[src/rtl/kwl_pkg.sv]
// ----------------------------------------------------------------------------
// kwl_pkg
// Types, token codes and keyword tables shared by the keyword lexer.
// ----------------------------------------------------------------------------
`default_nettype none

package kwl_pkg;

    localparam int NKEYS   = 9;
    localparam int NSINGLE = 7;

    typedef enum logic [1:0] {
        MODE_IDLE   = 2'd0,
        MODE_IDENT  = 2'd1,
        MODE_NUMBER = 2'd2
    } scan_mode_t;

    // Token kinds. Kinds 0 to 6 are the one-character tokens in table order.
    localparam logic [4:0] KIND_INCLUDE = 5'd7;
    localparam logic [4:0] KIND_RETURN  = 5'd8;
    localparam logic [4:0] KIND_TYPE    = 5'd9;
    localparam logic [4:0] KIND_IF      = 5'd10;
    localparam logic [4:0] KIND_ELSE    = 5'd11;
    localparam logic [4:0] KIND_FOR     = 5'd12;
    localparam logic [4:0] KIND_EXIT    = 5'd13;
    localparam logic [4:0] KIND_IDENT   = 5'd14;
    localparam logic [4:0] KIND_INT     = 5'd15;
    localparam logic [4:0] KIND_FLOAT   = 5'd16;
    localparam logic [4:0] KIND_OTHER   = 5'd17;
    localparam logic [4:0] KIND_END     = 5'd18;

    localparam logic [1:0] TYPE_NONE   = 2'd0;
    localparam logic [1:0] TYPE_FLOAT  = 2'd1;
    localparam logic [1:0] TYPE_DOUBLE = 2'd2;
    localparam logic [1:0] TYPE_INT    = 2'd3;

    localparam logic [7:0] CHAR_DOT = 8'h2E;

    localparam logic [7:0] SINGLE_CHAR [NSINGLE] = '{
        8'h3B, 8'h3D, 8'h28, 8'h29, 8'h7B, 8'h7D, 8'h2C
    };

    // Keyword text, left aligned in a 7-character word.
    localparam logic [55:0] KEY_TEXT [NKEYS] = '{
        "include",
        {"return", 8'h00},
        {"float", 16'h0000},
        {"double", 8'h00},
        {"int", 32'h0000_0000},
        {"if", 40'h00_0000_0000},
        {"else", 24'h00_0000},
        {"for", 32'h0000_0000},
        {"exit", 24'h00_0000}
    };

    localparam logic [2:0] KEY_LEN [NKEYS] = '{
        3'd7, 3'd6, 3'd5, 3'd6, 3'd3, 3'd2, 3'd4, 3'd3, 3'd4
    };

    localparam logic [4:0] KEY_KIND [NKEYS] = '{
        KIND_INCLUDE, KIND_RETURN, KIND_TYPE, KIND_TYPE, KIND_TYPE,
        KIND_IF, KIND_ELSE, KIND_FOR, KIND_EXIT
    };

    localparam logic [1:0] KEY_TYPE [NKEYS] = '{
        TYPE_NONE, TYPE_NONE, TYPE_FLOAT, TYPE_DOUBLE, TYPE_INT,
        TYPE_NONE, TYPE_NONE, TYPE_NONE, TYPE_NONE
    };

    typedef struct packed {
        scan_mode_t         mode;
        logic [NKEYS-1:0]   match;
        logic [7:0]         len;
        logic               dot;
        logic               ovf;
    } kwl_state_t;

    localparam kwl_state_t CLEAR_STATE = '{
        mode: MODE_IDLE, match: '0, len: 8'd0, dot: 1'b0, ovf: 1'b0
    };

    typedef struct packed {
        logic       is_token;
        logic [4:0] token_kind;
        logic [1:0] type_code;
        logic [7:0] char_value;
        logic [7:0] text_length;
        logic       text_overflow;
        logic       last;
    } kwl_result_t;

    // Character at a position of a left-aligned keyword word.
    function automatic logic [7:0] key_char(input logic [55:0] word, input logic [2:0] pos);
        logic [7:0] ch;
        unique case (pos)
            3'd0:    ch = word[55:48];
            3'd1:    ch = word[47:40];
            3'd2:    ch = word[39:32];
            3'd3:    ch = word[31:24];
            3'd4:    ch = word[23:16];
            3'd5:    ch = word[15:8];
            3'd6:    ch = word[7:0];
            default: ch = 8'h00;
        endcase
        return ch;
    endfunction

endpackage

`default_nettype wire

[src/rtl/kwl_step.sv]
// ----------------------------------------------------------------------------
// kwl_step
// Lexer next-state logic for one character: up to two results per item.
// ----------------------------------------------------------------------------
`default_nettype none

module kwl_step #(
    parameter int MAX_TEXT_LENGTH = 255
) (
    input  wire kwl_pkg::kwl_state_t  state_cur,
    input  wire logic [7:0]           char_code,
    input  wire logic                 end_of_input,
    output kwl_pkg::kwl_state_t       state_nxt,
    output kwl_pkg::kwl_result_t      first_res,
    output kwl_pkg::kwl_result_t      second_res,
    output logic [1:0]                res_count
);

    localparam logic [7:0] LEN_CAP =
        (MAX_TEXT_LENGTH < 255) ? 8'(MAX_TEXT_LENGTH) : 8'd255;

    logic is_space, is_alpha, is_digit, is_dot;
    logic single_hit;
    logic [4:0] single_kind;
    logic cont;
    logic fin_valid;
    kwl_pkg::kwl_result_t fin_res;
    kwl_pkg::kwl_state_t add_in;
    kwl_pkg::kwl_state_t grown;
    logic do_add;
    logic plain_valid;
    kwl_pkg::kwl_result_t plain_res;
    logic [kwl_pkg::NKEYS-1:0] keep;
    logic sec_valid;
    kwl_pkg::kwl_result_t sec_res;

    assign is_space = (char_code == 8'd32) || (char_code >= 8'd9 && char_code <= 8'd13);
    assign is_alpha = (char_code >= 8'd65 && char_code <= 8'd90)
                   || (char_code >= 8'd97 && char_code <= 8'd122);
    assign is_digit = (char_code >= 8'd48) && (char_code <= 8'd57);
    assign is_dot   = (char_code == kwl_pkg::CHAR_DOT);

    always_comb
    begin
        single_hit  = 1'b0;
        single_kind = 5'd0;
        for (int k = 0; k < kwl_pkg::NSINGLE; k++)
        begin
            if (char_code == kwl_pkg::SINGLE_CHAR[k])
            begin
                single_hit  = 1'b1;
                single_kind = 5'(k);
            end
        end
    end

    // The character extends the pending identifier or number.
    assign cont = !end_of_input
               && (((state_cur.mode == kwl_pkg::MODE_IDENT) && (is_alpha || is_digit))
                || ((state_cur.mode == kwl_pkg::MODE_NUMBER)
                    && (is_digit || (is_dot && !state_cur.dot))));

    assign fin_valid = (state_cur.mode != kwl_pkg::MODE_IDLE) && (end_of_input || !cont);

    // Completed token for the pending text.
    always_comb
    begin
        fin_res               = '0;
        fin_res.is_token      = 1'b1;
        fin_res.text_length   = state_cur.len;
        fin_res.text_overflow = state_cur.ovf;
        if (state_cur.mode == kwl_pkg::MODE_IDENT)
        begin
            fin_res.token_kind = kwl_pkg::KIND_IDENT;
            if (!state_cur.ovf)
            begin
                for (int k = 0; k < kwl_pkg::NKEYS; k++)
                begin
                    if (state_cur.match[k] && (state_cur.len == {5'd0, kwl_pkg::KEY_LEN[k]}))
                    begin
                        fin_res.token_kind = kwl_pkg::KEY_KIND[k];
                        fin_res.type_code  = kwl_pkg::KEY_TYPE[k];
                    end
                end
            end
        end
        else
        begin
            fin_res.token_kind = state_cur.dot ? kwl_pkg::KIND_FLOAT : kwl_pkg::KIND_INT;
        end
    end

    // Decide what the character does once any pending token is closed.
    always_comb
    begin
        add_in      = kwl_pkg::CLEAR_STATE;
        do_add      = 1'b0;
        plain_valid = 1'b0;
        plain_res   = '0;
        if (end_of_input)
        begin
            plain_valid          = 1'b1;
            plain_res.is_token   = 1'b1;
            plain_res.token_kind = kwl_pkg::KIND_END;
        end
        else if (cont)
        begin
            add_in = state_cur;
            if (is_dot)
            begin
                add_in.dot = 1'b1;
            end
            do_add = 1'b1;
        end
        else
        begin
            priority if (is_space)
            begin
                plain_valid = 1'b0;
            end
            else if (single_hit)
            begin
                plain_valid          = 1'b1;
                plain_res.is_token   = 1'b1;
                plain_res.token_kind = single_kind;
                plain_res.char_value = char_code;
            end
            else if (is_alpha)
            begin
                add_in.mode  = kwl_pkg::MODE_IDENT;
                add_in.match = '1;
                do_add       = 1'b1;
            end
            else if (is_digit || is_dot)
            begin
                add_in.mode = kwl_pkg::MODE_NUMBER;
                add_in.dot  = is_dot;
                do_add      = 1'b1;
            end
            else
            begin
                plain_valid          = 1'b1;
                plain_res.is_token   = 1'b1;
                plain_res.token_kind = kwl_pkg::KIND_OTHER;
                plain_res.char_value = char_code;
            end
        end
    end

    // Append the character: narrow the keyword candidates and count length.
    always_comb
    begin
        for (int k = 0; k < kwl_pkg::NKEYS; k++)
        begin
            keep[k] = (add_in.len < {5'd0, kwl_pkg::KEY_LEN[k]})
                   && (kwl_pkg::key_char(kwl_pkg::KEY_TEXT[k], add_in.len[2:0]) == char_code);
        end
        grown       = add_in;
        grown.match = add_in.match & keep;
        if (add_in.len < LEN_CAP)
        begin
            grown.len = add_in.len + 8'd1;
        end
        else
        begin
            grown.ovf = 1'b1;
        end
    end

    always_comb
    begin
        state_nxt = kwl_pkg::CLEAR_STATE;
        sec_valid = plain_valid;
        sec_res   = plain_res;
        if (do_add)
        begin
            state_nxt             = grown;
            sec_valid             = 1'b1;
            sec_res               = '0;
            sec_res.char_value    = char_code;
            sec_res.text_length   = grown.len;
            sec_res.text_overflow = grown.ovf;
            if (grown.mode == kwl_pkg::MODE_IDENT)
            begin
                sec_res.token_kind = kwl_pkg::KIND_IDENT;
            end
            else
            begin
                sec_res.token_kind = grown.dot ? kwl_pkg::KIND_FLOAT : kwl_pkg::KIND_INT;
            end
        end
    end

    always_comb
    begin
        first_res       = fin_valid ? fin_res : sec_res;
        first_res.last  = !(fin_valid && sec_valid);
        second_res      = sec_res;
        second_res.last = 1'b1;
        res_count       = {1'b0, fin_valid} + {1'b0, sec_valid};
    end

endmodule

`default_nettype wire

[src/rtl/keyword_lexer_unit.sv]
// ----------------------------------------------------------------------------
// keyword_lexer_unit
// Character-at-a-time tokenizer with parallel keyword matching.
// ----------------------------------------------------------------------------
//  Channel  Handshake               Payload
//  char     char_valid/char_ready   char_code, end_of_input
//  tok      tok_valid/tok_ready     is_token, token_kind, type_code,
//                                   char_value, text_length, text_overflow, last
//
// A request is taken in any cycle with char_ready high; its one or two
// results enter a two-entry result register at that edge and leave one per
// cycle while tok_ready is high, holding the output until both are taken.
// A new request is taken when the result register is empty or drains its
// last entry in that cycle. Reset returns the lexer to idle with no results.
// ----------------------------------------------------------------------------
`default_nettype none

module keyword_lexer_unit #(
    parameter int MAX_TEXT_LENGTH = 255
) (
    input  wire  logic       clk,
    input  wire  logic       rst_n,
    input  wire  logic       char_valid,
    output logic             char_ready,
    input  wire  logic [7:0] char_code,
    input  wire  logic       end_of_input,
    output logic             tok_valid,
    input  wire  logic       tok_ready,
    output logic             is_token,
    output logic [4:0]       token_kind,
    output logic [1:0]       type_code,
    output logic [7:0]       char_value,
    output logic [7:0]       text_length,
    output logic             text_overflow,
    output logic             last
);

    kwl_pkg::kwl_state_t  state_reg;
    kwl_pkg::kwl_state_t  state_next;
    kwl_pkg::kwl_result_t first_res, second_res;
    kwl_pkg::kwl_result_t slot0_reg, slot0_next;
    kwl_pkg::kwl_result_t slot1_reg, slot1_next;
    logic [1:0]           count_reg, count_next;
    logic [1:0]           res_count;
    logic                 accept;
    logic                 pop;

    kwl_step #(
        .MAX_TEXT_LENGTH (MAX_TEXT_LENGTH)
    ) u_step (
        .state_cur    (state_reg),
        .char_code    (char_code),
        .end_of_input (end_of_input),
        .state_nxt    (state_next),
        .first_res    (first_res),
        .second_res   (second_res),
        .res_count    (res_count)
    );

    assign tok_valid  = (count_reg != 2'd0);
    assign pop        = tok_valid && tok_ready;
    assign char_ready = (count_reg == 2'd0) || ((count_reg == 2'd1) && tok_ready);
    assign accept     = char_valid && char_ready;

    // Accepting only happens when the register is empty after this cycle.
    always_comb
    begin
        count_next = count_reg;
        slot0_next = slot0_reg;
        slot1_next = slot1_reg;
        if (accept)
        begin
            count_next = res_count;
            slot0_next = first_res;
            slot1_next = second_res;
        end
        else if (pop)
        begin
            count_next = count_reg - 2'd1;
            slot0_next = slot1_reg;
        end
    end

    always_ff @(posedge clk or negedge rst_n)
    begin
        if (!rst_n)
        begin
            state_reg <= kwl_pkg::CLEAR_STATE;
            count_reg <= 2'd0;
        end
        else
        begin
            if (accept)
            begin
                state_reg <= state_next;
            end
            count_reg <= count_next;
        end
    end

    always_ff @(posedge clk)
    begin
        slot0_reg <= slot0_next;
        slot1_reg <= slot1_next;
    end

    assign is_token      = slot0_reg.is_token;
    assign token_kind    = slot0_reg.token_kind;
    assign type_code     = slot0_reg.type_code;
    assign char_value    = slot0_reg.char_value;
    assign text_length   = slot0_reg.text_length;
    assign text_overflow = slot0_reg.text_overflow;
    assign last          = slot0_reg.last;

endmodule

`default_nettype wire
[config.mk]
export PLATFORM = sky130hd
export DESIGN_NAME = keyword_lexer_unit
export DESIGN_NICKNAME = d
export VERILOG_FILES = /design/src/rtl/kwl_pkg.sv /design/src/rtl/kwl_step.sv /design/src/rtl/keyword_lexer_unit.sv
export SDC_FILE = /design/constraint.sdc
export NUM_CORES = 1
export LEC_CHECK = 0
export ABC_AREA = 0
export BUFFER_PORTS_ARGS = -buffer_cell sky130_fd_sc_hd__buf_2
export CORE_MARGIN = 5
export CORE_UTILIZATION = 57
export CTS_CLUSTER_DIAMETER = 40
export CTS_CLUSTER_SIZE = 10
export DETAILED_ROUTE_END_ITERATION = 8
export HOLD_SLACK_MARGIN = 0.05
export PLACE_DENSITY = 0.8
export REMOVE_ABC_BUFFERS = 1
export SLEW_MARGIN = 20
export SYNTH_ARGS = -nofsm -noshare
export SYNTH_HDL_FRONTEND = slang
export SYNTH_SLANG_ARGS = --single-unit
[constraint.sdc]
create_clock -name clk -period 9.7 [get_ports clk]
set_clock_uncertainty 0.15 [all_clocks]
set_input_delay 0.97 -clock clk [delete_from_list [all_inputs] [get_ports clk]]
set_output_delay 0.97 -clock clk [all_outputs]
set_load 0.03 [all_outputs]
==> results of run 1 <==
==> per-layer routing <==
layer,part of all wire,track usage,wire length (um)
met4,0.018,0.0769,243
met1,0.43,0.342,5720
met2,0.48,0.394,6350
met3,0.074,0.0498,983
met5,0,0,0
==> cell families (layout without fill, tap and decap cells) <==
kind of cell	after synthesis	count (layout)	share of synthesized area
AO/OA/AOI/OAI	174	174	0.240
XOR/XNOR	22	22	0.0387
adder cells (fa/ha/maj)	9	9	0.0226
buffers and inverters	71	78	0.0580
flip-flops	72	72	0.411
multiplexers	2	2	0.00452
AND/OR/NAND/NOR	222	222	0.225
==> Yosys cell counts, types with 3 or more instances <==
master | count | area share
o21ai_0 | 29 | 0.029
o21a_1 | 5 | 0.0075
and3_1 | 6 | 0.0075
nand4_1 | 6 | 0.0075
o22ai_1 | 8 | 0.010
o32ai_1 | 5 | 0.0088
nor3b_1 | 3 | 0.0045
and2_1 | 8 | 0.010
o211ai_1 | 3 | 0.0045
o21ai_1 | 8 | 0.0080
nor2b_1 | 7 | 0.0088
nor2_1 | 39 | 0.029
o31ai_1 | 4 | 0.0060
xor2_1 | 7 | 0.012
nand2_1 | 71 | 0.053
or3_1 | 13 | 0.016
dfrtp_1 | 23 | 0.12
ha_1 | 9 | 0.023
a22oi_1 | 4 | 0.0060
nand3_1 | 21 | 0.021
nor3_1 | 17 | 0.017
edfxtp_1 | 49 | 0.30
a2111oi_0 | 5 | 0.0088
a22o_1 | 11 | 0.019
or2_2 | 3 | 0.0038
buf_2 | 9 | 0.0090
o211a_1 | 3 | 0.0060
clkbuf_1 | 41 | 0.031
nor4b_1 | 4 | 0.0070
a32o_1 | 6 | 0.012
nand2b_1 | 6 | 0.0075
inv_1 | 17 | 0.013
xnor2_1 | 15 | 0.026
a211oi_1 | 4 | 0.0060
nand3b_1 | 3 | 0.0045
a21oi_1 | 38 | 0.038
a31oi_1 | 13 | 0.016
a21o_1 | 3 | 0.0045
==> through the flow <==
step	area (um^2)	cells	setup WS [ns]	hold slack [ns]
after CTS	5320	687	4.58	0.352
after detailed placement	5130	671	4.22	0.331
after floorplan	4760	519	5.16	0.311
after global routing	5320	687	4.20	0.369
after global placement	5130	671	4.45	0.324
final	5320	687	4.42	0.350
==> worst max-delay path by stage <==
| stage | end | slack (ns) |
|---|---|---|
| after global placement | state_reg[12] | 4.45 |
| after floorplan | state_reg[12] | 5.16 |
| after detailed placement | state_reg[12] | 4.22 |
| after CTS | state_reg[12] | 4.58 |
| final | state_reg[12] | 4.42 |
| after global routing | state_reg[12] | 4.20 |
==> layout by cell type, fill, tap and decap left out, types with 3 or more instances in the layout <==
cell,instances
a2111oi_0,5
a211oi_1,4
a21o_1,3
a21oi_1,38
a22o_1,11
a22oi_1,4
a31oi_1,13
a32o_1,6
and2_1,8
and3_1,6
buf_2,40
buf_4,4
clkbuf_8,9
dfrtp_1,23
edfxtp_1,49
ha_1,9
inv_1,17
nand2_1,71
nand2b_1,6
nand3_1,21
nand3b_1,3
nand4_1,6
nor2_1,39
nor2b_1,7
nor3_1,17
nor3b_1,3
nor4b_1,4
o211a_1,3
o211ai_1,3
o21a_1,5
o21ai_0,29
o21ai_1,8
o22ai_1,8
o31ai_1,4
o32ai_1,5
or2_2,3
or3_1,13
xnor2_1,15
xor2_1,7
==> area by class of cell <==
| type | instances | area, um^2 | share of cell area |
|---|---|---|---|
| Inverter | 18 | 67.6 | 0.0127 |
| Tap cell | 108 | 135 | 0.0254 |
| Timing Repair Buffer | 44 | 230 | 0.0433 |
| Sequential cell | 72 | 2050 | 0.385 |
| Clock buffer | 9 | 124 | 0.0233 |
| Clock inverter | 7 | 63.8 | 0.0120 |
| Multi-Input combinational cell | 429 | 2650 | 0.498 |
==> power by group <==
| group | leakage (nW) | internal (mW) | switching, mW | total, mW |
|---|---|---|---|---|
| Combinational | 1.14 | 0.110 | 0.253 | 0.363 |
| Clock | 0.0903 | 0.0985 | 0.131 | 0.230 |
| Sequential | 0.778 | 0.415 | 0.0361 | 0.451 |
| Total | 2.00 | 0.624 | 0.420 | 1.04 |
==> critical path: cells and delay by family <==
family | cells | cell delay, ns
compound gates | 4 | 1.46
xor+xnor | 1 | 0.14
fa+ha+maj | 1 | 0.63
buf+inv | 3 | 1.03
simple gates | 4 | 1.15
==> impl_metrics.yaml, run 1 <==
layout:
  fillers: 761
  drive_above_1_share: 0.133
  post-route-util: 0.615
  synthToLayoutAreaGrowth_pct: 6.65
  largest_reg_flops: 23
  n_antenna_cell: 0
  fin_nets: 596
global_route:
  grt_usage: 0.248
  grt_max_degree: 54
  grt-ovfl-total: 0
  grt_pass1_vias: 4232
  antenna_found_initial: 0
  grt_pass1_wl_um: 22100
worst_setup_path:
  startpoint_type: "primary input"
  reg2reg_setup_slack_ns: 4.88
  crit_fanout: 37
  crit_type: "in -> reg"
  crit-reg2reg-launch: "state_reg[19]"
  reg2reg_depth: 12
  required_ns: 9.84
  crit_chain: "buf_2 -> nand4b_1 -> or4_4 -> o211ai_2 -> buf_4 -> nand2_1 -> inv_1 -> ha_1 -> nor2_1 -> a21oi_1 -> xor2_1 -> a2111oi_0 -> a32o_1"
  cp_slowest_cell: "ha_1"
  r2r-end: "state_reg[12]"
  cp_data_arrival_time_ns: 5.42
  crit_path_end_kind: "register"
  crit_start: "char_code[2]"
  max_stage_delay_ns: 0.63
sta:
  timing.fmax_ghz: 0.189
  worst_pin_slew_ns: 0.858
  setup_tns_ns: 0
  fin_crit_ns: 5.28
  hold_viol_final: 0
  rsz0062_at_grt: "no"
  finalSetupViolCount: 0
  timing.final.crit_share: 0.545
  report.final.slew_viol_count: 0
  slew_headroom: 0.428
min_path:
  worstHoldPathCells: 1
  hp-start: "count_reg[1]"
  holdCritPathClass: "reg -> reg"
  worst_hold_path.endpoint: "count_reg[1]"
synthesis:
  yosysWarnings: 0
  synth_flop_cell: "edfxtp_1"
  avgSynthCellArea_um2: 8.71
  postSynthCellCount: 572
  syn_area_um2: 4980
  synth_async_sr_flop_share: 0.319
  yosysSeqAreaShare: 0.411
  synth-edff-count: 49
  ys_ff_latch: 72
  synthDistinctLibCells: 74
die:
  die_area_um2: 10700
  die_h_um: 104
  dieWidth_um: 104
  io_pins: 41
  start_util: 0.577
  row_count: 34
  core_area_um2: 8640
power_and_ir_drop:
  power_mw: 1.04
  power.leakage_nw: 2.00
  ir_worst_vdd_v: 0.000138
  power.density_nw_per_um2: 196
route:
  num_vias: 4485
  viasPerCell: 6.53
  ant_nets: 0
  firstDrtPassIters: 5
  drc_errors: 0
  wire_per_inst_um: 19.4
  wl_um: 13300
  drtIter0Drc: 619
placed_design:
  portBuffers: 40
  gp_congestion: 0.944
  dp_hpwl_um: 8890
clock_network:
  clkLatencyLatePin_ns: 0.36
  numCtsBuffers: 9
  cts_buffer_depth: 2
  clk_pin_slew_ns: 0.09
  holdBufCountCts: 0
  cts_resized: 0
  htree_levels: 3
  clock_sinks: 72
  postCtsSetupBuffers: 0
  cts_tree: "done"
  cts_root_buf: "clkbuf_8"
flow_run:
  cap_viol_max_count: 0
outcome:
  status: "finished clean"
Note: power is estimated with default switching activity, not from simulation.
==> run 2, diff against run 1 <==
Settings changed: CORE_UTILIZATION 57 to 55.
Clock period 9.7 ns to 4.6 ns, I/O delays scaled along.
==> run 2 against run 1 <==
Net effect: cell area increased by 2.5%; non-clock buffer count increased by 10; largest power group unchanged; combinational power increased by 110%; power increased by 130%.
==> impl_metrics.yaml, run 2 (same netlist as run 1, synthesis figures left out) <==
outcome:
  status: "finished clean"
flow_run:
  cap_viol_max_count: 0
placed_design:
  gp_congestion: 0.999
  place_ws_ns: 0.515
  dp_hpwl_um: 9410
  portBuffers: 40
min_path:
  holdCritPathClass: "reg -> reg"
clock_network:
  clkLatencyLatePin_ns: 0.36
  cts_tree: "done"
  numCtsBuffers: 9
  cts_buffer_depth: 2
  clk_pin_slew_ns: 0.09
  cts_root_buf: "clkbuf_8"
  htree_levels: 3
  cts_resized: 0
  clock_sinks: 72
  postCtsSetupBuffers: 0
  holdBufCountCts: 1
die:
  io_pins: 41
  dieWidth_um: 105
  start_util: 0.569
  core_area_um2: 8760
  die_area_um2: 11100
  row_count: 34
  die_h_um: 105
global_route:
  grt_max_degree: 53
  antenna_found_initial: 0
  grt_pass1_wl_um: 22300
  grt-ovfl-total: 0
  grt_pass1_vias: 4265
  grt_usage: 0.248
sta:
  timing.fmax_ghz: 0.243
  hold_viol_final: 0
  setup_tns_ns: 0
  report.final.slew_viol_count: 0
  slew_headroom: 0.458
  finalSetupViolCount: 0
  rsz0062_at_grt: "no"
  fin_crit_ns: 4.11
  timing.final.crit_share: 0.894
  worst_pin_slew_ns: 0.812
  setup_ws_ns: 0.485
worst_setup_path:
  cp_data_arrival_time_ns: 4.25
  path_delay_family: "simple AND/OR/NAND/NOR gates"
  required_ns: 4.74
  startpoint_type: "register"
  crit_chain: "or4b_1 -> or4_4 -> o211ai_2 -> nand2_1 -> inv_1 -> ha_1 -> or2_2 -> nor2_1 -> or3_1 -> a2111oi_0 -> a32o_1"
  crit_path_end_kind: "register"
  crit_buf_inv: 1
  cp_slowest_cell: "a2111oi_0"
  max_stage_delay_ns: 0.65
  crit_fanout: 11
  crit_type: "reg -> reg"
layout:
  fin_nets: 606
  synthToLayoutAreaGrowth_pct: 9.31
  n_antenna_cell: 0
  final_common_cell: "nand2_1"
  final_cell_mix: "nand2_1 (71), edfxtp_1 (49), buf_2 (40)"
  largest_reg_flops: 23
  post-route-util: 0.622
  drive_above_1_share: 0.144
  fillers: 740
power_and_ir_drop:
  ir_worst_vdd_v: 0.000250
  power.leakage_nw: 2.08
  power.density_nw_per_um2: 432
  power_mw: 2.35
route:
  drtIter0Drc: 596
  wl_um: 14000
  firstDrtPassIters: 6
  drc_errors: 0
  ant_nets: 0
  num_vias: 4708
  wire_per_inst_um: 20.1
  viasPerCell: 6.75
-- run 2: changes by cell type in the layout (fill, tap and decap cells not counted) --
cell / previous run / this run
clkbuf_1: 0 / 1
buf_4: 4 / 13
inv_6: 2 / 1
bufinv_16: 0 / 3
dlygate4sd3_1: 0 / 1
clkinvlp_4: 2 / 1
inv_8: 2 / 0
-- run 2: final timing paths --
path / start / to / slack, ns / cells after the start
max reg2reg: state_reg[19] / state_reg[14] / 0.49 / 11
max in group asynchronous: rst_n / state_reg[1] / 3.36 / 2
min: count_reg[1] / count_reg[1] / 0.36 / 1
min reg2reg: count_reg[1] / count_reg[1] / 0.36 / 1
min in group asynchronous: rst_n / state_reg[12] / 0.51 / 2
max: state_reg[19] / state_reg[14] / 0.49 / 11
-- run 2: routing by layer --
layer / vias to the layer above / global-route usage / wire length (um) / share of wire
li1: 2143 / - / - / -
met1: 2228 / 0.333 / 5700 / 0.41
met2: 289 / 0.394 / 6590 / 0.47
met3: 48 / 0.0456 / 1200 / 0.086
met4: 0 / 0.103 / 516 / 0.037
met5: - / 0 / 0 / 0
-- run 2: cell type report --
cell class | instances | area [um^2] | share of cell area
multi-input cells | 429 | 2650 | 0.486
clock buffers | 10 | 128 | 0.0234
clock inverters | 6 | 115 | 0.0211
well taps | 108 | 135 | 0.0248
flip-flops and latches | 72 | 2050 | 0.376
inverters | 18 | 67.6 | 0.0124
repair buffers | 54 | 308 | 0.0565
-- run 2: metrics by stage --
step / cells / instance area [um^2] / hold WS, ns
2_1_floorplan: 519 / 4760 / 0.0144
3_5_place_dp: 680 / 5190 / 0.334
5_1_grt: 697 / 5450 / 0.372
4_1_cts: 697 / 5450 / 0.354
6_report: 697 / 5450 / 0.356
3_3_place_gp: 680 / 5190 / 0.324
-- run 2: power by group --
part,internal [mW],switching (mW),leakage (nW)
combinational,0.237,0.535,1.18
sequential,0.876,0.0799,0.778
clock,0.364,0.262,0.117
